--- config.mk ---
export PLATFORM = sky130hd
export DESIGN_NAME = dle_stuffed_frame_decoder_crc16_top
export DESIGN_NICKNAME = d
export VERILOG_FILES = /design/src/rtl/dsfd_pkg.sv /design/src/rtl/dsfd_crc16.sv /design/src/rtl/dsfd_core.sv /design/src/rtl/dle_stuffed_frame_decoder_crc16_top.sv
export SDC_FILE = /design/constraint.sdc
export NUM_CORES = 1
export LEC_CHECK = 0
export ABC_AREA = 1
export BUFFER_PORTS_ARGS = -buffer_cell sky130_fd_sc_hd__clkbuf_2
export CORE_AREA = 2 2 95 97
export CTS_BUF_LIST = sky130_fd_sc_hd__clkbuf_16
export DETAILED_ROUTE_END_ITERATION = 8
export DIE_AREA = 0 0 97 99
export SLEW_MARGIN = 30
export SYNTH_ARGS = -nofsm -noshare
export SYNTH_HDL_FRONTEND = slang
export SYNTH_SLANG_ARGS = --single-unit
export TNS_END_PERCENT = 10
--- constraint.sdc ---
create_clock -name clk -period 2.5 [get_ports clk]
set_input_delay 0.5 -clock clk [delete_from_list [all_inputs] [get_ports clk]]
set_output_delay 0.5 -clock clk [all_outputs]
set_load 0.02 [all_outputs]
--- src/rtl/dsfd_pkg.sv ---
`default_nettype none
// ----------------------------------------------------------------------------
// dsfd_pkg
// Shared symbols, CRC polynomial and frame report codes for the DLE frame
// decoder.
// ----------------------------------------------------------------------------
package dsfd_pkg;

	localparam logic [7:0]  SYM_SOH  = 8'h01;
	localparam logic [7:0]  SYM_EOT  = 8'h04;
	localparam logic [7:0]  SYM_DLE  = 8'h10;
	localparam logic [15:0] CRC_POLY = 16'h1021;

	typedef enum logic [2:0] {
		ST_GOOD    = 3'd0,
		ST_BAD_CRC = 3'd1,
		ST_SHORT   = 3'd2,
		ST_EMPTY   = 3'd3,
		ST_ABORT   = 3'd4
	} frame_status_t;

	typedef enum logic [0:0] {
		KIND_PAYLOAD = 1'b0,
		KIND_REPORT  = 1'b1
	} out_kind_t;

endpackage
`default_nettype wire

--- src/rtl/dsfd_crc16.sv ---
`default_nettype none
// ----------------------------------------------------------------------------
// dsfd_crc16
// Byte-wide CRC-16/XMODEM update, MSB first, no reflection.
// ----------------------------------------------------------------------------
module dsfd_crc16 (
	input  wire logic [15:0] crc_in,
	input  wire logic [7:0]  data,
	output logic      [15:0] crc_out
);

	always_comb begin
		logic [15:0] c;
		c = crc_in ^ {data, 8'h00};
		for (int k = 0; k < 8; k++) begin
			if (c[15]) begin
				c = {c[14:0], 1'b0} ^ dsfd_pkg::CRC_POLY;
			end else begin
				c = {c[14:0], 1'b0};
			end
		end
		crc_out = c;
	end

endmodule
`default_nettype wire

--- src/rtl/dsfd_core.sv ---
`default_nettype none
// ----------------------------------------------------------------------------
// dsfd_core
// Frame state, byte hold-back, CRC check and result register.
// ----------------------------------------------------------------------------
module dsfd_core (
	input  wire logic       clk,
	input  wire logic       arst_n,
	input  wire logic       item_valid,
	input  wire logic [7:0] item_byte,
	output logic            item_take,
	output logic            out_valid,
	input  wire logic       out_ready,
	output logic            out_kind,
	output logic [7:0]      payload_byte,
	output logic [2:0]      frame_status,
	output logic            frame_last
);

	logic        escape_q;
	logic [1:0]  count_q;
	logic [7:0]  newer_q;
	logic [7:0]  older_q;
	logic [15:0] crc_q;
	logic [15:0] crc_fed;

	logic        out_valid_q;
	logic        kind_q;
	logic [7:0]  byte_q;
	logic [2:0]  status_q;
	logic        last_q;

	logic        is_dle;
	logic        is_soh;
	logic        is_eot;
	logic        res_valid;
	logic        res_kind;
	logic [7:0]  res_byte;
	dsfd_pkg::frame_status_t res_status;

	dsfd_crc16 u_crc (
		.crc_in  (crc_q),
		.data    (older_q),
		.crc_out (crc_fed)
	);

	assign item_take = item_valid && (!out_valid_q || out_ready);

	assign is_dle = !escape_q && (item_byte == dsfd_pkg::SYM_DLE);
	assign is_soh = !escape_q && (item_byte == dsfd_pkg::SYM_SOH);
	assign is_eot = !escape_q && (item_byte == dsfd_pkg::SYM_EOT);

	always_comb begin
		res_valid  = 1'b0;
		res_kind   = dsfd_pkg::KIND_PAYLOAD;
		res_byte   = 8'h00;
		res_status = dsfd_pkg::ST_GOOD;
		if (is_dle) begin
			res_valid = 1'b0;
		end else if (is_soh) begin
			res_valid  = (count_q != 2'd0);
			res_kind   = dsfd_pkg::KIND_REPORT;
			res_status = dsfd_pkg::ST_ABORT;
		end else if (is_eot) begin
			res_valid = 1'b1;
			res_kind  = dsfd_pkg::KIND_REPORT;
			if (count_q < 2'd2) begin
				res_status = dsfd_pkg::ST_SHORT;
			end else if ({newer_q, older_q} != crc_q) begin
				res_status = dsfd_pkg::ST_BAD_CRC;
			end else if (count_q == 2'd2) begin
				res_status = dsfd_pkg::ST_EMPTY;
			end else begin
				res_status = dsfd_pkg::ST_GOOD;
			end
		end else begin
			res_valid = (count_q >= 2'd2);
			res_byte  = older_q;
		end
	end

	always_ff @(posedge clk or negedge arst_n) begin
		if (!arst_n) begin
			escape_q <= 1'b0;
			count_q  <= 2'd0;
			newer_q  <= 8'h00;
			older_q  <= 8'h00;
			crc_q    <= 16'h0000;
		end else if (item_take) begin
			if (is_dle) begin
				escape_q <= 1'b1;
			end else if (is_soh || is_eot) begin
				escape_q <= 1'b0;
				count_q  <= 2'd0;
				newer_q  <= 8'h00;
				older_q  <= 8'h00;
				crc_q    <= 16'h0000;
			end else begin
				escape_q <= 1'b0;
				if (count_q >= 2'd2) begin
					crc_q <= crc_fed;
				end
				older_q <= newer_q;
				newer_q <= item_byte;
				if (count_q != 2'd3) begin
					count_q <= count_q + 2'd1;
				end
			end
		end
	end

	always_ff @(posedge clk or negedge arst_n) begin
		if (!arst_n) begin
			out_valid_q <= 1'b0;
		end else if (item_take) begin
			out_valid_q <= res_valid;
		end else if (out_ready) begin
			out_valid_q <= 1'b0;
		end
	end

	always_ff @(posedge clk) begin
		if (item_take && res_valid) begin
			kind_q   <= res_kind;
			byte_q   <= res_byte;
			status_q <= res_status;
			last_q   <= res_kind;
		end
	end

	assign out_valid    = out_valid_q;
	assign out_kind     = kind_q;
	assign payload_byte = byte_q;
	assign frame_status = status_q;
	assign frame_last   = last_q;

endmodule
`default_nettype wire

--- src/rtl/dle_stuffed_frame_decoder_crc16_top.sv ---
`default_nettype none
// ----------------------------------------------------------------------------
// dle_stuffed_frame_decoder_crc16_top
// DLE byte-stuffed frame decoder with CRC-16/XMODEM check.
// ----------------------------------------------------------------------------
// Takes one link byte per transfer and sustains one byte per cycle. A byte
// is held in the input register; when the core takes it, the decoder updates
// escape, hold-back and CRC state in a single pass and loads the result
// register. Most bytes give no result or one payload byte; the end of a
// frame gives a status report with frame_last set. Back-pressure on the
// output stalls the input only while a result waits and the input register
// is full.
// ----------------------------------------------------------------------------
module dle_stuffed_frame_decoder_crc16_top (
	input  wire logic       clk,
	input  wire logic       arst_n,
	input  wire logic       in_valid,
	output logic            in_ready,
	input  wire logic [7:0] rx_byte,
	output logic            out_valid,
	input  wire logic       out_ready,
	output logic            out_kind,
	output logic [7:0]      payload_byte,
	output logic [2:0]      frame_status,
	output logic            frame_last
);

	logic       valid_s1;
	logic [7:0] byte_s1;
	logic       take;

	assign in_ready = !valid_s1 || take;

	always_ff @(posedge clk or negedge arst_n) begin
		if (!arst_n) begin
			valid_s1 <= 1'b0;
		end else if (in_ready) begin
			valid_s1 <= in_valid;
		end
	end

	always_ff @(posedge clk) begin
		if (in_valid && in_ready) begin
			byte_s1 <= rx_byte;
		end
	end

	dsfd_core u_core (
		.clk          (clk),
		.arst_n       (arst_n),
		.item_valid   (valid_s1),
		.item_byte    (byte_s1),
		.item_take    (take),
		.out_valid    (out_valid),
		.out_ready    (out_ready),
		.out_kind     (out_kind),
		.payload_byte (payload_byte),
		.frame_status (frame_status),
		.frame_last   (frame_last)
	);

endmodule
`default_nettype wire
# Yosys cells after proc, flatten, opt, wreduce, memory -nomap -nowiden
# Index checks and enable logic that the tools add are counted.
# totals
input_bits	12
mem_bits_ro	0
regBits	57
word_cells	82
mem_count	0
latchBits	0
out_inout_bits	15
ramBits	0
# op_classes
n_mux	27
n_addsub	1
multipliers	0
eq_ne	6
n_reduce_logical	22
div_mod_pow	0
shifts	0
n_bitwise	11
magnitude_cmp	2
# op_table
op	n
$mux 13	8
$mux 16	2
$not 3->3	8
$mux 8	2
$ne 16x16->1	1
$xor 16x16->16	1
$mux 3	4
$eq 8x1->1 const B	1
$eq 8x3->1 const B	1
$eq 8x5->1 const B	1
$mux 1	8
$reduce_bool 2->1	4
$logic_and 1x1->1	6
$mux 2	3
$reduce_and 3->1	2
$reduce_or 3->1	2
$reduce_or 4->1	1
$logic_not 1->1	3
$logic_or 1x1->1	3
$add 2x1->2 const B	1
$eq 2x2->1 const B	1
$ge 2x2->1 const B	1
$lt 2x2->1 const B	1
$ne 2x2->1 const B	1
2 further kinds	3

# Longest topological paths before layout
# Gate-level depths: netlist of the first run.
# depth
depth_word	19
mapped_depth	9
depth_no_buf	9

# Hierarchy
# A second synthesis of the first run with hierarchy kept.
# unflattened
cells_unflattened	410
area_unflattened_um2	3128.0
# by_module_without_submodules
module	cells_per_inst	area_each_um2	instances
dsfd_core	281	2353.5	1
dsfd_crc16	115	489.2	1
dle_stuffed_frame_decoder_crc16_top	14	285.3	1

# Worst setup path before layout of the first run
# Ideal clock, no wire load.
# synth_timing
path_type	input-to-reg
startpoint	in out_ready
endpoint	reg u_core.status_q[0] (netlist: u_core.frame_status[0]) (enable)
path_slack_ps	421
setup_time_ps	380
required_ps	2120
arrival_ps	1699
n_path_buf	1
cell_stages	7
cell_sequence	inv_1 > nand2_1 > nand2_1 > nor2_8 > nand2_4 > buf_6 > nor2_1
# synth_via
elab_chain_cells	3
# synth_lines
item	line_no	source
start: declaration	dle_stuffed_frame_decoder_crc16_top.sv:21	input wire logic out_ready,
$logic_or 1x1->1	dsfd_core.sv:47	assign item_take = item_valid && (!out_valid_q || out_ready);
$logic_and 1x1->1	dsfd_core.sv:47	
$logic_and 1x1->1	dsfd_core.sv:123	if (item_take && res_valid) begin
end signal: assignment	dsfd_core.sv:126	status_q <= res_status;
end: declaration	dsfd_core.sv:30	logic [2:0] status_q;
# Every way passes these cells.
# A chain may end at the register's enable or synchronous reset.

# Worst setup path in the final report of the first run
# layout_timing
startpoint	reg byte_s1[0]
endpoint	reg u_core.byte_q[5] (netlist: u_core.payload_byte[5]) (enable)
# layout_via
elab_chain_cells	6
word_cells_on_any_way	10
classes_between	eq/ne: 3; mux: 3; reduce/logical: 4
# layout_lines
item	line_no	source
start: declaration	dle_stuffed_frame_decoder_crc16_top.sv:29	logic [7:0] byte_s1;
start signal: assignment	dle_stuffed_frame_decoder_crc16_top.sv:44	byte_s1 <= rx_byte;
$eq 8x3->1	dsfd_core.sv:51	assign is_eot = !escape_q && (item_byte == dsfd_pkg::SYM_EOT);
$logic_and 1x1->1	dsfd_core.sv:51	
$mux 1	dsfd_core.sv:64	end else if (is_eot) begin
$mux 1	dsfd_core.sv:60	end else if (is_soh) begin
$mux 1 *	dsfd_core.sv:58	if (is_dle) begin
$logic_and 1x1->1 *	dsfd_core.sv:123	
end signal: assignment	dsfd_core.sv:125	byte_q <= res_byte;
end: declaration	dsfd_core.sv:29	logic [7:0] byte_q;
# Every way passes the cells marked *; elsewhere a longest branch is shown, timed or not.

==> run summary, run 1 <==
Worst setup EP type - flip-flop
worst r2r src - byte_s1[0]$_DFFE_PP_
CTS Buf Count - 9
P per Cell Area - 1440 nW/µm²
Worst EP required - 2.45 ns
Post-DP HPWL - 4580 µm
Setup CP Type - flip-flop to flip-flop
CP peak stage delay - 0.60 ns
Net Sw Frac - 40.8%
CTS Hold Bufs - 0
Slew Limit Fails - 0
max_slew headroom - 47.4%
Synthesis Warnings - 0
Detail Route Antenna Nets - 0
core region area - 8550 µm²
cell family with most CP delay - simple AND/OR/NAND/NOR gates
Sequential Power Share - 33.6%
CP Cell Sequence - nor2_2 > nand4_1 > inv_1 > nand2_1 > nand3_1 > nand2_4 > nor2_2
fin nets - 399
Clock power frac - 24.7%
Syn Nets - 365
syn_area_per_cell - 8.37 µm²
Die Wd - 97 µm
Root Buffer - clkbuf_16
Worst-Margin Slew - 0.788 ns
MaxCap Viol Count - 0
crit share post-route - 80.3%
Initial Utilization - 34.3%
GR Layer Usage met3 - 3.69%
TritonRoute pass-1 iters - 4
GR Util met2 - 23.6%
CP startpoint - byte_s1[0]$_DFFE_PP_
Register Area - 1530 µm²
RSZ-0062 raised after global routing - false
Comb pwr share - 41.7%
number of top-level pins - 27
full die area - 9600 µm²
global route hottest layer - met2
initial antenna violation count - 0
switching power of the nets - 2.05 mW
top cells by area, synth - dfrtp_1 32%, edfxtp_1 21%, nand2_1 17%
layout cells sized above 1 - 13.6%
Std-Cell Rows - 34
Total GRT Usage - 14.2%
footprint of the multi-input gates - 1190 µm²
port bufs - 26
setup clock skew after layout - 0.00701 ns
hold slack - 0.212 ns
Post-CTS Setup Bufs - 0
FILL cells - 865
R2R setup slack - 0.49 ns
Critical Path Start Type - flip-flop
Min-Delay Path Class - input port to async pin
Worst Path Max Fanout - 12
ANT cells - 0
first-pass GRT wire length - 10700 µm
Chip Height - 99 µm
number of remaining DRC errors - 0
global route total overflow - 0
CP arrival - 1.95 ns
WL/cell - 12.7 µm
setup TNS - 0 ns
CTS clk-pin slew, worst paths - 0.05 ns
Final Hold Vio Count - 0
post-synth top area cell - dfrtp_1
Area after DPL - 3170 µm²
fin crit period - 2.01 ns
sequential area share after synthesis - 52.1%
post-synthesis cell count - 350
vias in the first global route - 2310
met1 Usage GRT - 17.4%
status - finished, final reports clean
area grow syn2layout - 18.8%
PostCTS Resize Cnt - 0
synthesis-stage register bit count - 57
VDD IR max - 0.511 mV
GP Congestion - 0.796
Final setup viols - 0
via count - 2285
CP max stage cell - nor2_2
Vias per Instance - 4.60
htree depth - 3
P_int - 2.97 mW
CTS max path bufs - 2
CP most frequent cell - nor2_2
CTS tree - built
Clock Sinks - 57
worst skew pair latency - 0.32 ns
share of the synthesized area in the top cell type - 31.6%
DR iter-0 viols - 99
design area - 3480 µm²
fmax - 498 MHz
Mapped Area - 2930 µm²
largest net degree at the start of global routing - 38
worst path buffer plus inverter count - 1
distinct cell type count after synthesis - 24
Lkg Pwr - 1.75 nW
Routed WL - 6300 µm
## sequential cells by signal (all words and copies together) (netlist names)
| signal | count |
|---|---|
| u_core.out_valid | 1 |
| u_core.frame_status | 3 |
| u_core.out_kind | 1 |
| u_core.count_q | 2 |
| u_core.payload_byte | 8 |
| u_core.escape_q | 1 |
| u_core.newer_q | 8 |
| u_core.crc_q | 16 |
| valid_s1 | 1 |
| byte_s1 | 8 |
| u_core.older_q | 8 |
## stage by stage
step / setup slack, ns / instances / power, mW / utilization, %
final: 0.492 / 497 / 5.02 / 40.7
after global routing: 0.317 / 497 / 5.44 / 40.7
after CTS: 0.445 / 497 / 5.06 / 40.7
after detailed placement: 0.418 / 481 / 3.79 / 37.1
after global placement: 0.0826 / 481 / 3.76 / 37.1
after floorplan: 0.421 / 350 / 3.27 / -
## cell families after synthesis
kind of cell             Yosys count  synth area share [%]
XOR/XNOR                          20                  5.98
AND/OR/NAND/NOR                  191                  28.0
flip-flops                        57                  52.1
AO/OA/AOI/OAI                     29                  5.42
adder cells (fa/ha/maj)            3                  1.28
buffers and inverters             50                  7.18
## layout make-up
cell class                      instances  share of cell area (%)
Tap cell                              108                    3.88
Clock buffer                            9                    6.47
Sequential cell                        57                    43.9
Multi-Input combinational cell        243                    34.4
Timing Repair Buffer                   29                    4.39
Clock inverter                          7                    2.27
Inverter                               44                    4.75
## routing by layer
metal  part of all wire [%]  vias up
li1                       -     1166
met1                     47     1062
met2                     48       42
met3                    2.8       15
met4                    2.3        0
met5                      0        -
## worst register-to-register path, stage by stage, from the launching register on
cell	delay, ns
edfxtp_1	0.44
nor2_2	0.14
nand4_1	0.12
inv_1	0.08
nand2_1	0.07
nand3_1	0.12
nand2_4	0.06
nor2_2	0.60
## power groups by stage
stage	clock network [mW]	registers (mW)	logic [mW]
3_3_place_gp	0	1.69	2.07
5_1_grt	1.30	1.74	2.40
2_1_floorplan	0	1.70	1.57
6_report	1.24	1.69	2.09
3_5_place_dp	0	1.70	2.09
4_1_cts	1.27	1.69	2.11
## synthesized netlist by cell type
library cell,number
buf_4,1
inv_1,44
o21ai_0,9
o21ai_2,1
o21ai_1,9
xnor2_1,7
buf_2,3
o22ai_1,8
xor2_1,13
nor2_2,4
nor2_8,1
buf_6,2
nand4_1,2
nor2_1,26
dfrtp_1,37
nand3_1,20
nor2_4,3
nand3b_1,1
a21oi_1,2
nand2_4,2
edfxtp_1,20
ha_1,3
nand3_2,1
nand2_1,131
## layout by cell type (no fill, tap or decap)
cell type  synthesis  final
dfrtp_1           37     37
edfxtp_1          20     20
bufinv_16          0      2
nand3_2            1      1
inv_1             44     46
nor2_8             1      1
clkbuf_2           0     26
clkbuf_16          0      9
ha_1               3      3
xor2_1            13     13
nand3b_1           1      1
o21ai_1            9      9
a21oi_1            2      2
nand4_1            2      2
nor2_4             3      3
o21ai_0            9      9
nand3_1           20     20
o22ai_1            8      8
nor2_1            26     25
xnor2_1            7      7
o21ai_2            1      1
nand2_4            2      2
nor2_2             4      5
clkinv_1           0      3
nand2_1          131    131
buf_4              1      3
## worst paths after layout
| kind | to | cells past startpoint |
|---|---|---|
| worst max-delay path | u_core.payload_byte[5]$_SDFFCE_PP0P_ | 7 |
| worst max register to register | u_core.payload_byte[5]$_SDFFCE_PP0P_ | 7 |
| worst min-delay path | u_core.count_q[0]$_DFFE_PN0P_ | 2 |
| max in group asynchronous | u_core.crc_q[11]$_DFFE_PN0P_ | 2 |
| min in group clk | byte_s1[6]$_DFFE_PP_ | 1 |
| worst min register to register | u_core.crc_q[1]$_DFFE_PN0P_ | 2 |
No activity file was read; power rests on OpenSTA's default activity.
==> run 2: changes to the inputs <==
--- a/config.mk
+++ b/config.mk
@@ -5,12 +5,12 @@
 export SDC_FILE = /design/constraint.sdc
 export NUM_CORES = 1
 export LEC_CHECK = 0
-export ABC_AREA = 1
+export ABC_AREA = 0
 export BUFFER_PORTS_ARGS = -buffer_cell sky130_fd_sc_hd__clkbuf_2
-export CORE_AREA = 2 2 95 97
+export CORE_AREA = 2 2 90 92
 export CTS_BUF_LIST = sky130_fd_sc_hd__clkbuf_16
 export DETAILED_ROUTE_END_ITERATION = 8
-export DIE_AREA = 0 0 97 99
+export DIE_AREA = 0 0 92 94
 export SLEW_MARGIN = 30
 export SYNTH_ARGS = -nofsm -noshare
 export SYNTH_HDL_FRONTEND = slang
==> constraint.sdc (replaced) <==
create_clock -name clk -period 1.6 [get_ports clk]
set_input_delay 0.32 -clock clk [delete_from_list [all_inputs] [get_ports clk]]
set_output_delay 0.32 -clock clk [all_outputs]
set_load 0.02 [all_outputs]
==> run 2 against run 1 <==
  * The flow now finishes with violations (setup timing)
  * Setup slack worse by 1.0 ns
  * Maximum frequency fell by 5.6%
  * Critical path type unchanged
  * Global-route usage is 0.78 points higher
  * Critical endpoint is now u_core.frame_status[1]$_SDFFCE_PP0P_
  * Combinational power grew 90%
  * Critical path depth shrank 2
  * Design area grew 6.8%
  * Clock power up 73%
  * Synthesized cell count decreased by 44%
  * Sequential power grew 49%
  * Sequential cell count stayed put
  * Total power up 72%
  * Highest routed layer unchanged
==> run summary, run 2 <==
status - finished with violations
failing checks - setup timing
CTS max path bufs - 2
htree depth - 3
DR iter-0 viols - 85
fin crit period - 2.13 ns
hold slack - 0.168 ns
CP Cell Sequence - or4_4 > or3_1 > a221o_1 > nor2_4 > buf_12
Largest Register - u_core.crc_q
syn_area_per_cell - 13.3 µm²
Chip Height - 94 µm
Mapped Area - 2630 µm²
top cells by area, synth - dfrtp_1 35%, edfxtp_1 23%, a22o_1 10%
worst skew pair latency - 0.33 ns
Critical Path Start Type - flip-flop
most frequent cells after synthesis - 37 x dfrtp_1, 31 x a22o_1, 26 x xor2_1
worst reg2reg endpoint - u_core.frame_status[1]$_SDFFCE_PP0P_
ANT cells - 0
WL/cell - 14.5 µm
CP arrival - 2.17 ns
CP peak stage delay - 0.54 ns
VDD IR max - 1.02 mV
number of remaining DRC errors - 0
worst path buffer plus inverter count - 1
total power draw - 8.63 mW
Worst Path Max Fanout - 12
Initial Utilization - 34.6%
Die Wd - 92 µm
Slew Limit Fails - 0
Root Buffer - clkbuf_16
MaxCap Viol Count - 0
largest net degree at the start of global routing - 23
Std-Cell Rows - 32
most frequent cells in the layout - 54 x buf_4, 37 x dfrtp_1, 31 x a22o_1
core region area - 7610 µm²
GP Congestion - 0.812
post-synth top area cell - dfrtp_1
area grow syn2layout - 41.3%
final worst-path setup slack - -0.528 ns
fmax - 470 MHz
Clock Sinks - 57
EDFF count, synth - 20
via count - 1830
hold endpoint - byte_s1[4]$_DFFE_PP_
worst r2r src - u_core.escape_q$_DFFE_PN0P_
FILL cells - 663
Post-CTS Setup Bufs - 0
Setup CP Type - flip-flop to flip-flop
Synthesis Warnings - 0
CTS clk-pin slew, worst paths - 0.05 ns
Worst EP required - 1.64 ns
vias in the first global route - 1887
port bufs - 26
Largest register FFs - 16
crit share post-route - 133%
Detail Route Antenna Nets - 0
TritonRoute pass-1 iters - 4
Post-DP HPWL - 4170 µm
sequential area share after synthesis - 58.1%
post-synthesis cell count - 197
P per Cell Area - 2320 nW/µm²
global route total overflow - 0
Final Hold Vio Count - 0
setup clock skew after layout - 0.00707 ns
most common cell in the netlist - dfrtp_1
fin nets - 301
Final setup viols - 59
Vias per Instance - 4.66
Worst-Margin Slew - 0.467 ns
full die area - 8650 µm²
dpl cells - 376
number of top-level pins - 27
Routed WL - 5690 µm
max_slew headroom - 68.8%
distinct cell type count after synthesis - 36
min-delay src - rx_byte[4]
first-pass GRT wire length - 9540 µm
most common cell after layout, fill and taps aside - buf_4
ys async rst share - 64.9%
Worst R2R Path Depth - 5
cell family with most CP delay - simple AND/OR/NAND/NOR gates
CP max stage cell - or4_4
initial antenna violation count - 0
Worst setup EP type - flip-flop
Hold Path Stages - 1
Total GRT Usage - 15.0%
Lkg Pwr - 1.68 nW
layout cells sized above 1 - 37.5%
share of the synthesized area in the top cell type - 35.2%
CTS tree - built
CTS Buf Count - 9
RSZ-0062 raised after global routing - true
R2R setup slack - -0.53 ns
Top FF cell, synth - dfrtp_1
Min-Delay Path Class - input port to flip-flop
Syn Nets - 212
synthesis-stage register bit count - 57
non-filler cells, final - 393
run 2: cell count changes in the layout (fill, tap and decap cells not counted), moves of 13 or more:
cell / previous run / this run
nor2_1: 25 / 2
buf_4: 3 / 54
inv_1: 46 / 3
xor2_1: 13 / 26
a22o_1: 0 / 31
nand2_1: 131 / 3
nand3_1: 20 / 0
run 2: through the flow:
stage	setup TNS (ns)	worst slack [ns]	util (%)	area, µm²
after floorplan	-27.70	-0.861	-	2640
after CTS	-20.87	-0.545	48.7	3710
after global routing	-24.46	-0.599	48.8	3710
after detailed placement	-24.07	-0.597	43.9	3340
after global placement	-22.99	-0.555	43.9	3340
final	-20.57	-0.528	48.8	3710
run 2: worst max-delay path by stage:
stage                                           end  slack (ns)  cells after the start                   startpoint
2_1_floorplan  u_core.frame_status[0]$_SDFFCE_PP0P_       -0.86                      7  u_core.escape_q$_DFFE_PN0P_
3_3_place_gp            u_core.crc_q[7]$_DFFE_PN0P_       -0.56                      5  u_core.escape_q$_DFFE_PN0P_
3_5_place_dp            u_core.crc_q[8]$_DFFE_PN0P_       -0.60                      5  u_core.escape_q$_DFFE_PN0P_
4_1_cts        u_core.frame_status[1]$_SDFFCE_PP0P_       -0.54                      5  u_core.escape_q$_DFFE_PN0P_
5_1_grt        u_core.frame_status[0]$_SDFFCE_PP0P_       -0.60                      5  u_core.escape_q$_DFFE_PN0P_
6_report       u_core.frame_status[1]$_SDFFCE_PP0P_       -0.53                      5  u_core.escape_q$_DFFE_PN0P_
run 2: final cells by class:
class	count	area [µm²]	share of cell area [%]
multi-input combinational	128	1060	28.5
inverter	2	7.51	0.202
sequential	57	1530	41.1
timing repair buffer	88	659	17.8
tap	102	128	3.44
clock buffer	9	225	6.06
clock inverter	7	110	2.96
run 2: kinds of logic after synthesis:
group	after synthesis	share of synthesized area, %
flip-flops	57	58.1
AO/OA/AOI/OAI	45	14.9
XOR/XNOR	41	13.7
AND/OR/NAND/NOR	38	8.76
buffers and inverters	12	2.71
adder cells (fa/ha/maj)	3	1.43
multiplexers	1	0.428
run 2: layer usage:
metal	track usage (%)	share of wire, %	up-vias	wire [µm]
met5	0	0	-	0
met4	5.22	1.5	0	83
met3	5.54	4.9	10	279
met2	24.3	50	46	2830
met1	18.4	44	867	2500
li1	-	-	907	-
run 2: timing repair:
item,in CTS,in global routing
pin swaps,15,4
setup endpoints to repair,59,59
gates resized for setup,8,1
hold buffers,1,0
endpoints found under the hold margin,15,0
run 2: power breakdown:
group	leakage (nW)	internal [mW]	switching, mW	total [mW]
sequential	0.645	2.12	0.388	2.51
clock	0.164	1.50	0.638	2.14
combinational	0.866	2.12	1.85	3.98
